File: src/rtl/css_pkg.sv
`default_nettype none
package css_pkg;

	localparam int DEPTH  = 64;
	localparam int ELEM_W = 16;
	localparam int ADDR_W = $clog2(DEPTH);
	localparam int CNT_W  = $clog2(DEPTH + 1);

	typedef logic signed [ELEM_W-1:0] elem_t;
	typedef logic [ADDR_W-1:0]        addr_t;
	typedef logic [CNT_W-1:0]         cnt_t;

	typedef enum logic [2:0] {
		ST_LOAD,
		ST_PRIME,
		ST_FIRST,
		ST_SCAN,
		ST_TAIL,
		ST_EMIT_RD,
		ST_EMIT_PUT
	} state_t;

	typedef enum logic {
		DIR_UP,
		DIR_DOWN
	} dir_t;

	// result of one compare-exchange step of a pass
	typedef struct packed {
		elem_t wr_data;
		elem_t carry;
		logic  swap;
	} cx_res_t;

endpackage
`default_nettype wire

File: src/rtl/cocktail_shaker_sorter_unit.sv
// Load: one element per cycle into a 64-entry store; a beat with last set starts the sort.
// Sort: each pass runs PRIME, FIRST, one SCAN step per compare, then TAIL (at most one
// store read and one write per cycle); worst case for 64 elements is 63 passes and 2016
// compares. Emit: store read, then output register, one result at a time. Next set loads
// while the final result waits in the output register.
// Reset (arst_n low) clears control and output valid; store contents stay undefined.
`default_nettype none
module cocktail_shaker_sorter_unit (
	input  wire                   clk,
	input  wire                   arst_n,
	input  wire                   in_valid,
	output logic                  in_stall,
	input  css_pkg::elem_t        value,
	input  wire                   last,
	output logic                  out_valid,
	input  wire                   out_stall,
	output css_pkg::elem_t        value_res,
	output logic                  last_res,
	output logic                  overflow
);

	css_pkg::state_t  state_q, state_d;
	css_pkg::dir_t    dir_q;
	css_pkg::addr_t   lo_q, hi_q, lswap_q, cur_q, k_q;
	css_pkg::cnt_t    count_q, cnt_fin;
	logic             ovf_q;
	css_pkg::elem_t   carry_q;

	css_pkg::elem_t   mem_q [css_pkg::DEPTH];
	css_pkg::elem_t   rdata_q;
	logic             we, re;
	css_pkg::addr_t   waddr, raddr;
	css_pkg::elem_t   wdata;

	logic             ovalid_q;
	css_pkg::elem_t   value_res_q;
	logic             last_res_q, overflow_q;

	logic             in_accept, out_free, full, k_last;
	css_pkg::addr_t   start_a, end_a, nbr, nbr2;
	css_pkg::cx_res_t cx;

	css_cx u_cx (
		.dir  (dir_q),
		.carry(carry_q),
		.data (rdata_q),
		.res  (cx)
	);

	assign in_stall  = (state_q != css_pkg::ST_LOAD);
	assign in_accept = in_valid && !in_stall;
	assign out_free  = !ovalid_q || !out_stall;
	assign full      = (count_q == css_pkg::cnt_t'(css_pkg::DEPTH));
	assign cnt_fin   = full ? count_q : count_q + css_pkg::cnt_t'(1);
	assign k_last    = ((css_pkg::cnt_t'(k_q) + css_pkg::cnt_t'(1)) == count_q);

	assign start_a = (dir_q == css_pkg::DIR_UP) ? lo_q : hi_q;
	assign end_a   = (dir_q == css_pkg::DIR_UP) ? hi_q : lo_q;
	assign nbr     = (dir_q == css_pkg::DIR_UP) ? cur_q + css_pkg::addr_t'(1)
	                                            : cur_q - css_pkg::addr_t'(1);
	assign nbr2    = (dir_q == css_pkg::DIR_UP) ? nbr + css_pkg::addr_t'(1)
	                                            : nbr - css_pkg::addr_t'(1);

	assign out_valid = ovalid_q;
	assign value_res = value_res_q;
	assign last_res  = last_res_q;
	assign overflow  = overflow_q;

	always_comb begin
		state_d = state_q;
		we      = 1'b0;
		waddr   = cur_q;
		wdata   = cx.wr_data;
		re      = 1'b0;
		raddr   = cur_q;
		unique case (state_q)
			css_pkg::ST_LOAD: begin
				if (in_accept) begin
					if (!full) begin
						we    = 1'b1;
						waddr = count_q[css_pkg::ADDR_W-1:0];
						wdata = value;
					end
					if (last) begin
						state_d = (cnt_fin > css_pkg::cnt_t'(1)) ? css_pkg::ST_PRIME
						                                       : css_pkg::ST_EMIT_RD;
					end
				end
			end
			css_pkg::ST_PRIME: begin
				re      = 1'b1;
				raddr   = start_a;
				state_d = css_pkg::ST_FIRST;
			end
			css_pkg::ST_FIRST: begin
				re      = 1'b1;
				raddr   = nbr;
				state_d = css_pkg::ST_SCAN;
			end
			css_pkg::ST_SCAN: begin
				// write behind, read ahead: the two addresses never coincide
				we = 1'b1;
				if (nbr == end_a) begin
					state_d = css_pkg::ST_TAIL;
				end else begin
					re    = 1'b1;
					raddr = nbr2;
				end
			end
			css_pkg::ST_TAIL: begin
				we    = 1'b1;
				waddr = end_a;
				wdata = carry_q;
				if (dir_q == css_pkg::DIR_UP) begin
					state_d = (lswap_q > lo_q) ? css_pkg::ST_PRIME : css_pkg::ST_EMIT_RD;
				end else begin
					state_d = (lswap_q < hi_q) ? css_pkg::ST_PRIME : css_pkg::ST_EMIT_RD;
				end
			end
			css_pkg::ST_EMIT_RD: begin
				re      = 1'b1;
				raddr   = k_q;
				state_d = css_pkg::ST_EMIT_PUT;
			end
			css_pkg::ST_EMIT_PUT: begin
				if (out_free) begin
					state_d = k_last ? css_pkg::ST_LOAD : css_pkg::ST_EMIT_RD;
				end
			end
			default: begin
				state_d = css_pkg::ST_LOAD;
			end
		endcase
	end

	// element store
	always_ff @(posedge clk) begin
		if (we) begin
			mem_q[waddr] <= wdata;
		end
		if (re) begin
			rdata_q <= mem_q[raddr];
		end
	end

	always_ff @(posedge clk or negedge arst_n) begin
		if (!arst_n) begin
			state_q  <= css_pkg::ST_LOAD;
			dir_q    <= css_pkg::DIR_UP;
			lo_q     <= '0;
			hi_q     <= '0;
			lswap_q  <= '0;
			k_q      <= '0;
			count_q  <= '0;
			ovf_q    <= 1'b0;
			ovalid_q <= 1'b0;
		end else begin
			state_q <= state_d;
			if (out_free) begin
				ovalid_q <= (state_q == css_pkg::ST_EMIT_PUT);
			end
			case (state_q)
				css_pkg::ST_LOAD: begin
					if (in_accept) begin
						count_q <= cnt_fin;
						if (full) begin
							ovf_q <= 1'b1;
						end
						if (last) begin
							lo_q    <= '0;
							hi_q    <= css_pkg::addr_t'(cnt_fin - css_pkg::cnt_t'(1));
							lswap_q <= css_pkg::addr_t'(cnt_fin - css_pkg::cnt_t'(1));
							dir_q   <= css_pkg::DIR_UP;
							k_q     <= '0;
						end
					end
				end
				css_pkg::ST_SCAN: begin
					if (cx.swap) begin
						lswap_q <= cur_q;
					end
				end
				css_pkg::ST_TAIL: begin
					if (dir_q == css_pkg::DIR_UP) begin
						hi_q  <= lswap_q;
						// empty upward pass still moves the lower bound
						if (!(lswap_q > lo_q)) begin
							lo_q <= lswap_q;
						end
						dir_q <= css_pkg::DIR_DOWN;
					end else begin
						lo_q  <= lswap_q;
						dir_q <= css_pkg::DIR_UP;
					end
				end
				css_pkg::ST_EMIT_PUT: begin
					if (out_free) begin
						k_q <= k_q + css_pkg::addr_t'(1);
						if (k_last) begin
							count_q <= '0;
							ovf_q   <= 1'b0;
							lo_q    <= '0;
							hi_q    <= '0;
							lswap_q <= '0;
						end
					end
				end
				default: begin
				end
			endcase
		end
	end

	// datapath registers
	always_ff @(posedge clk) begin
		if (state_q == css_pkg::ST_PRIME) begin
			cur_q <= start_a;
		end else if (state_q == css_pkg::ST_SCAN) begin
			cur_q <= nbr;
		end
		if (state_q == css_pkg::ST_FIRST) begin
			carry_q <= rdata_q;
		end else if (state_q == css_pkg::ST_SCAN) begin
			carry_q <= cx.carry;
		end
		if ((state_q == css_pkg::ST_EMIT_PUT) && out_free) begin
			value_res_q <= rdata_q;
			last_res_q  <= k_last;
			overflow_q  <= ovf_q;
		end
	end

	a_count_range: assert property (@(posedge clk) disable iff (!arst_n)
		count_q <= css_pkg::cnt_t'(css_pkg::DEPTH))
		else $error("element count beyond store depth");

	a_pass_span: assert property (@(posedge clk) disable iff (!arst_n)
		(state_q == css_pkg::ST_PRIME) |-> (lo_q < hi_q))
		else $error("pass started on an empty span");

	a_scan_end: assert property (@(posedge clk) disable iff (!arst_n)
		(state_q == css_pkg::ST_SCAN) |-> (cur_q != end_a))
		else $error("pass ran past its bound");

	a_emit_index: assert property (@(posedge clk) disable iff (!arst_n)
		(state_q == css_pkg::ST_EMIT_PUT) |-> (css_pkg::cnt_t'(k_q) < count_q))
		else $error("emit index beyond stored elements");

endmodule
`default_nettype wire

File: src/rtl/css_cx.sv
`default_nettype none
// Compare-exchange of the element carried along a pass against its next neighbor.
// Upward passes carry the larger one, downward passes the smaller one; ties never swap.
module css_cx (
	input  css_pkg::dir_t    dir,
	input  css_pkg::elem_t   carry,
	input  css_pkg::elem_t   data,
	output css_pkg::cx_res_t res
);

	logic swap;

	always_comb begin
		if (dir == css_pkg::DIR_UP) begin
			swap = (carry > data);
		end else begin
			swap = (carry < data);
		end
		res.swap    = swap;
		res.wr_data = swap ? data : carry;
		res.carry   = swap ? carry : data;
	end

endmodule
`default_nettype wire
File: config.mk
export PLATFORM = sky130hd
export DESIGN_NAME = cocktail_shaker_sorter_unit
export DESIGN_NICKNAME = d
export VERILOG_FILES = /design/src/rtl/css_pkg.sv /design/src/rtl/cocktail_shaker_sorter_unit.sv /design/src/rtl/css_cx.sv
export SDC_FILE = /design/constraint.sdc
export NUM_CORES = 2
export LEC_CHECK = 0
export BUFFER_PORTS_ARGS = -buffer_cell sky130_fd_sc_hd__buf_2
export CORE_UTILIZATION = 44
export CTS_CLUSTER_SIZE = 20
export DETAILED_ROUTE_END_ITERATION = 10
export GPL_TIMING_DRIVEN = 0
export PLACE_DENSITY_LB_ADDON = 0.12
export SLEW_MARGIN = 20
export SYNTH_ARGS = -nofsm -noshare
export SYNTH_HDL_FRONTEND = slang
export SYNTH_HIERARCHICAL = 1
export SYNTH_SLANG_ARGS = --single-unit
File: constraint.sdc
create_clock -name clk -period 8.8 [get_ports clk]
set_input_delay 1.76 -clock clk [delete_from_list [all_inputs] [get_ports clk]]
set_output_delay 1.76 -clock clk [all_outputs]
set_load 0.1 [all_outputs]
Yosys cells after proc, flatten, opt, wreduce, memory -nomap -nowiden

Memories as Yosys holds them, arrays and structs flattened. A register that Yosys moved wholly into a read port is not among the register bits.
Index checks and enable logic that the tools add are counted.

Reductions and logical operators: 25
Equal/unequal tests: 19
Multiplexer cells: 65
Magnitude comparators: 5
Add/subtract/negate cells: 8

Operator list:

| cell                                              | number |
|---|---|
| 2-to-1 mux 6 bit                                  | 20 |
| 2-to-1 mux 16 bit                                 | 6 |
| one-hot mux 6 bit (3 select lines)                | 3 |
| one-hot mux 16 bit (2 select lines)               | 1 |
| 2-to-1 mux 7 bit                                  | 4 |
| 2-to-1 mux 3 bit                                  | 9 |
| one-hot mux 6 bit (2 select lines)                | 2 |
| one-hot mux 6 bit (4 select lines)                | 1 |
| one-hot mux 3 bit (7 select lines)                | 1 |
| adder 6 x 1 -> 6 bit (second input constant)      | 3 |
| AND reduction 6 bit                               | 3 |
| subtractor 6 x 1 -> 6 bit (second input constant) | 3 |
| > comparator 16 bit                               | 1 |
| < comparator 16 bit                               | 1 |
| != test 2 bit (second input constant)             | 8 |
| one-hot mux 7 bit (2 select lines)                | 1 |
| 2-to-1 mux 1 bit                                  | 13 |
| AND reduction 4 bit                               | 3 |
| == test 3 bit (second input constant)             | 3 |
| nonzero test 3 bit                                | 3 |
| one-hot mux 1 bit (2 select lines)                | 4 |
| nonzero test 2 bit                                | 4 |
| adder 6 x 1 -> 7 bit (second input constant)      | 1 |
| adder 7 x 1 -> 7 bit (second input constant)      | 1 |
| 19 further kinds                                  | 23 |

Register bits after elaboration: 77
Logic and storage cells: 137
RAM bits: 1024
Output and inout bits: 20
Input port bits: 21
Memories: 1

Memories:

| name  | words | bits a word | rd ports | clocked after memory_dff | wr ports | RTL line                          | source |
|---|---|---|---|---|---|---|---|
| mem_q | 64    | 16          | 1        | 1                        | 1        | cocktail_shaker_sorter_unit.sv:29 | `css_pkg::elem_t mem_q [css_pkg::DEPTH];` |

Logic depth before layout (Yosys ltp)

Depth in word-level cells: 7
Mapped depth: 18
Gate-level depth less buffers: 15

Cells and area by module

The synthesis kept the hierarchy.

By module, submodules not included:

| module                      | cells an instance | instances | area an instance (µm²) | seq. area each (µm²) |
|---|---|---|---|---|
| cocktail_shaker_sorter_unit | 2393              | 1         | 45449.8                | 33357.0 |
| css_cx                      | 98                | 1         | 969.7                  | 0.0 |

Worst setup path before layout

No wires, ideal clock.

Path kind: in2reg
From: input in_valid
To: memory mem_q[0][10] (netlist bit) (data pin)
Stages: 6
Path buffers: 2
Data required time: 8098 ps
Arrival: 5184 ps
Setup slack: 2914 ps
Setup time: 702 ps
Cell sequence: clkbuf_1 > nand2_1 > nor2_1 > clkbuf_1 > a22oi_1 > o21ai_0

Longest elaborated chain between the ends: 3

RTL lines:

| item                                | RTL line                          | source |
|---|---|---|
| start, declared                     | cocktail_shaker_sorter_unit.sv:11 | `input wire in_valid,` |
| logical AND 1 bit                   | cocktail_shaker_sorter_unit.sv:51 | `assign in_accept = in_valid && !in_stall;` |
| 2-to-1 mux 16 bit                   | cocktail_shaker_sorter_unit.sv:78 | `if (in_accept) begin` |
| one-hot mux 16 bit (2 select lines) | cocktail_shaker_sorter_unit.sv:76 | `unique case (state_q)` |
| via wdata[10]                       | cocktail_shaker_sorter_unit.sv:33 | `css_pkg::elem_t wdata;` |
| end, declared                       | cocktail_shaker_sorter_unit.sv:29 |  |

The timed path passes the listed nets, and every way through them passes these cells.

Final worst setup path

From: register dir_q
To: register rdata_q[3] (read register of mem_q) (data pin)

Longest elaborated chain between the ends: 5
Elaborated cells on any way between the ends: 11
Those cells by class: add/sub: 2; eq/ne: 1; mux: 8

RTL lines:

| item                                                              | RTL line                                                             | source |
|---|---|---|
| start, declared                                                   | cocktail_shaker_sorter_unit.sv:23                                    | `css_pkg::dir_t dir_q;` |
| start signal, assigned                                            | cocktail_shaker_sorter_unit.sv:149                                   | `dir_q <= css_pkg::DIR_UP;` |
| start signal, assigned                                            | cocktail_shaker_sorter_unit.sv:173                                   | `dir_q <= css_pkg::DIR_UP;` |
| start signal, assigned                                            | cocktail_shaker_sorter_unit.sv:190                                   | `dir_q <= css_pkg::DIR_DOWN;` |
| 2-to-1 mux 6 bit                                                  | cocktail_shaker_sorter_unit.sv:59                                    | `assign nbr = (dir_q == css_pkg::DIR_UP) ? cur_q + css_pkg::addr_t'(1)` |
| adder 6 x 1 -> 6 bit or subtractor 6 x 1 -> 6 bit (tied branches) | cocktail_shaker_sorter_unit.sv:61, cocktail_shaker_sorter_unit.sv:62 |  |
| 2-to-1 mux 6 bit                                                  | cocktail_shaker_sorter_unit.sv:61                                    | `assign nbr2 = (dir_q == css_pkg::DIR_UP) ? nbr + css_pkg::addr_t'(1)` |
| 2-to-1 mux 6 bit                                                  | cocktail_shaker_sorter_unit.sv:103                                   | `if (nbr == end_a) begin` |
| one-hot mux 6 bit (4 select lines)                                | cocktail_shaker_sorter_unit.sv:76                                    |  |
| end, declared                                                     | cocktail_shaker_sorter_unit.sv:30                                    | `css_pkg::elem_t rdata_q;` |

Parallel ways exist; a longest one is shown, timed or not.
A chain may end at the register's enable or synchronous reset.

==> impl_metrics.ini <==
[die]
design.core.area_um2 = 104000
num_io_pins = 41
start_util = 0.446
std_cell_rows = 118
die_area_um2 = 107000
die_w_um = 327
fp.dieH_um = 327

[logic_synthesis]
yosysUniqueCellTypes = 83
yosys.area.top_type = edfxtp_1
async_flop_share = 0.0331
synth_area_leaders = edfxtp_1 70%, mux4_2 11%, dfrtp_1 2.0%
avgSynthCellArea_um2 = 18.6
yosysWarnings = 6
ys_seq_area_frac = 0.719
ys_ff_latch = 1117
syn_area_um2 = 46400
synth_top_area_frac = 0.699
synth-edff-count = 1080
synth_nets = 2552
syn_inst = 2491
ys.flop_type = edfxtp_1

[cts]
htreeDepth = 3
root_buffer = clkbuf_16
insertion_delay_ns = 0.71
cts_sinks = 1117
postCtsHoldBufs = 0
cts_tree = done
cts_buffer_depth = 3
cts_made_buffers = 115
post_cts_resized = 0
clkTransAtPathRegs_ns = 0.06
postCtsSetupRepairBufs = 0

[cells_and_area]
finalInstanceArea_um2 = 53800
final_cell_mix = 1080 x edfxtp_1, 237 x mux4_2, 119 x clkbuf_16, 99 x nand2_1, 92 x buf_2
antenna_cells = 0
syn_to_final_growth_pct = 15.8
drive_above_1_share = 0.285
nNetsFinal = 2795
final_common_cell = edfxtp_1
fin_cells = 4211

[critical_path]
cpMostUsedCell = ha_1
cp.arrival_ns = 6.45
cpMaxStageDelayCell = dfrtp_1
cp_max_fo = 13
critPathRequiredTime_ns = 9.23
slowest_delay_ns = 0.79
crit_path_end_kind = register
crit_path_start = dir_q
crit_chain = ha_1 > a21o_1 > a21oi_2 > xnor2_1 > ha_1 > or3_1 > a21oi_1 > a211oi_1 > nor2_2 > clkbuf_1 > buf_1 > nand3_1 > o2111ai_1 > o211ai_1 > nor4_1
critical_path_class = register to register
reg2reg_from = dir_q
startpoint_type = register

[timing]
setup_viol = 0
slew_violations = 0
finalCriticalPeriod_ns = 6.01
worst_slew_pin_slew_ns = 1.02
fin_crit_sh = 0.683
skew_ns = 0.0448
max_freq_mhz = 166
hold_viol_final = 0
rsz0062_at_grt = no
relSlewSlack = 0.322

[detailed_routing]
vias = 25094
via_per_inst = 5.96
drt-initial-drc-count = 2373
drt.antenna.violating_nets = 0
drc = 0
dr.pass1.iters = 6
routedWlPerCell_um = 29.4
wl_um = 124000

[placement]
gp_congestion = 0.921
port_buffers = 39
dpl.hpwl_um = 88200
place_area_um2 = 50000
dp.cells = 3996

[flow_run]
maxCapViolCount = 0

[global_routing]
grt_pass1_wl_um = 179000
grt_util_all_layers = 0.233
first_global_vias = 25559
grt_max_degree = 65
grt_overflow = 0
antenna_found_initial = 1

[status]
status = completed

[hold_path]
min_path_type = register to register
min-delay-start = ovf_q
critical path, delay by kind of cell, from the launching register on:
kind            cells  cell delay [ns]
compound gates      6             1.45
xor+xnor            1             0.23
simple gates        4             1.52
buf+inv             2             1.02
fa+ha+maj           2             0.74
flops               1             0.79
kinds of logic (layout without fill, tap and decap cells):
family	after synthesis	in the layout	synth area share
DFF	1117	1117	0.719
and+or+nand+nor	390	390	0.0401
muxes	386	386	0.152
AOI/OAI and AO/OA	343	343	0.0521
buffers and inverters	182	522	0.0197
adders and majority gates	40	40	0.0109
xor gates and xnor gates	33	33	0.00685
cell type report:
cell class | count | area [um2]
clock inverters | 73 | 624
plain buffers | 133 | 732
flip-flops and latches | 1117 | 33400
repair buffers | 126 | 1570
multi-input cells | 1192 | 12500
fillers | 8455 | 50300
inverters | 49 | 191
well taps | 1380 | 1730
clock buffers | 141 | 3080
Yosys cell counts (14+ instances only):
library cell / count
edfxtp_1: 1080
mux4_2: 237
nor2_1: 127
nand2_1: 99
mux2i_1: 76
nand3_1: 69
a21oi_1: 57
o21ai_0: 56
buf_2: 53
inv_1: 48
mux2_2: 43
clkbuf_1: 41
ha_1: 39
dfrtp_1: 37
o22ai_1: 37
o211ai_1: 31
a22oi_1: 29
mux2_4: 29
buf_4: 21
o2111ai_1: 19
nand2b_1: 16
a32o_1: 15
nor3_1: 15
o22a_1: 15
xnor2_1: 15
xor2_1: 15
and3_1: 14
per-stage QoR:
step / utilization / hold slack (ns) / TNS (ns) / worst slack, ns
after global routing: 0.516 / 0.486 / 0 / 2.62
after detailed placement: 0.481 / 0.461 / 0 / 2.90
after floorplan: - / 0.425 / 0 / 2.91
after CTS: 0.516 / 0.474 / 0 / 2.89
final: 0.516 / 0.467 / 0 / 2.79
after global placement: 0.464 / 0.462 / -972.75 / -2.43
metal layers:
metal  routed length, um  part of all wire  track usage
met5                   0                 0            0
met4                3670             0.030       0.0690
met3                6900             0.056       0.0349
met2               60400              0.49        0.381
met1               53000              0.43        0.326
worst paths after layout:
path                              end  slack [ns]  cells after the start
min reg2reg                  overflow        0.47                      0
min                          overflow        0.47                      0
max reg2reg                rdata_q[3]        2.79                     15
max in group asynchronous       ovf_q        6.96                      1
max                        rdata_q[3]        2.79                     15
min in group asynchronous     hi_q[1]        1.22                      1
sequential cells by signal, summed over array words and instances (netlist names), 3 cells and up:
signal,cells
carry_q,16
value_res,16
state_q,3
k_q,6
count_q,7
rdata_q,16
mem_q,1024
cur_q,6
lswap_q,6
lo_q,6
hi_q,6
Power is left out: the tool's default activity adds up to more than one toggle a clock period on the data nets, which glitch-free logic cannot reach.
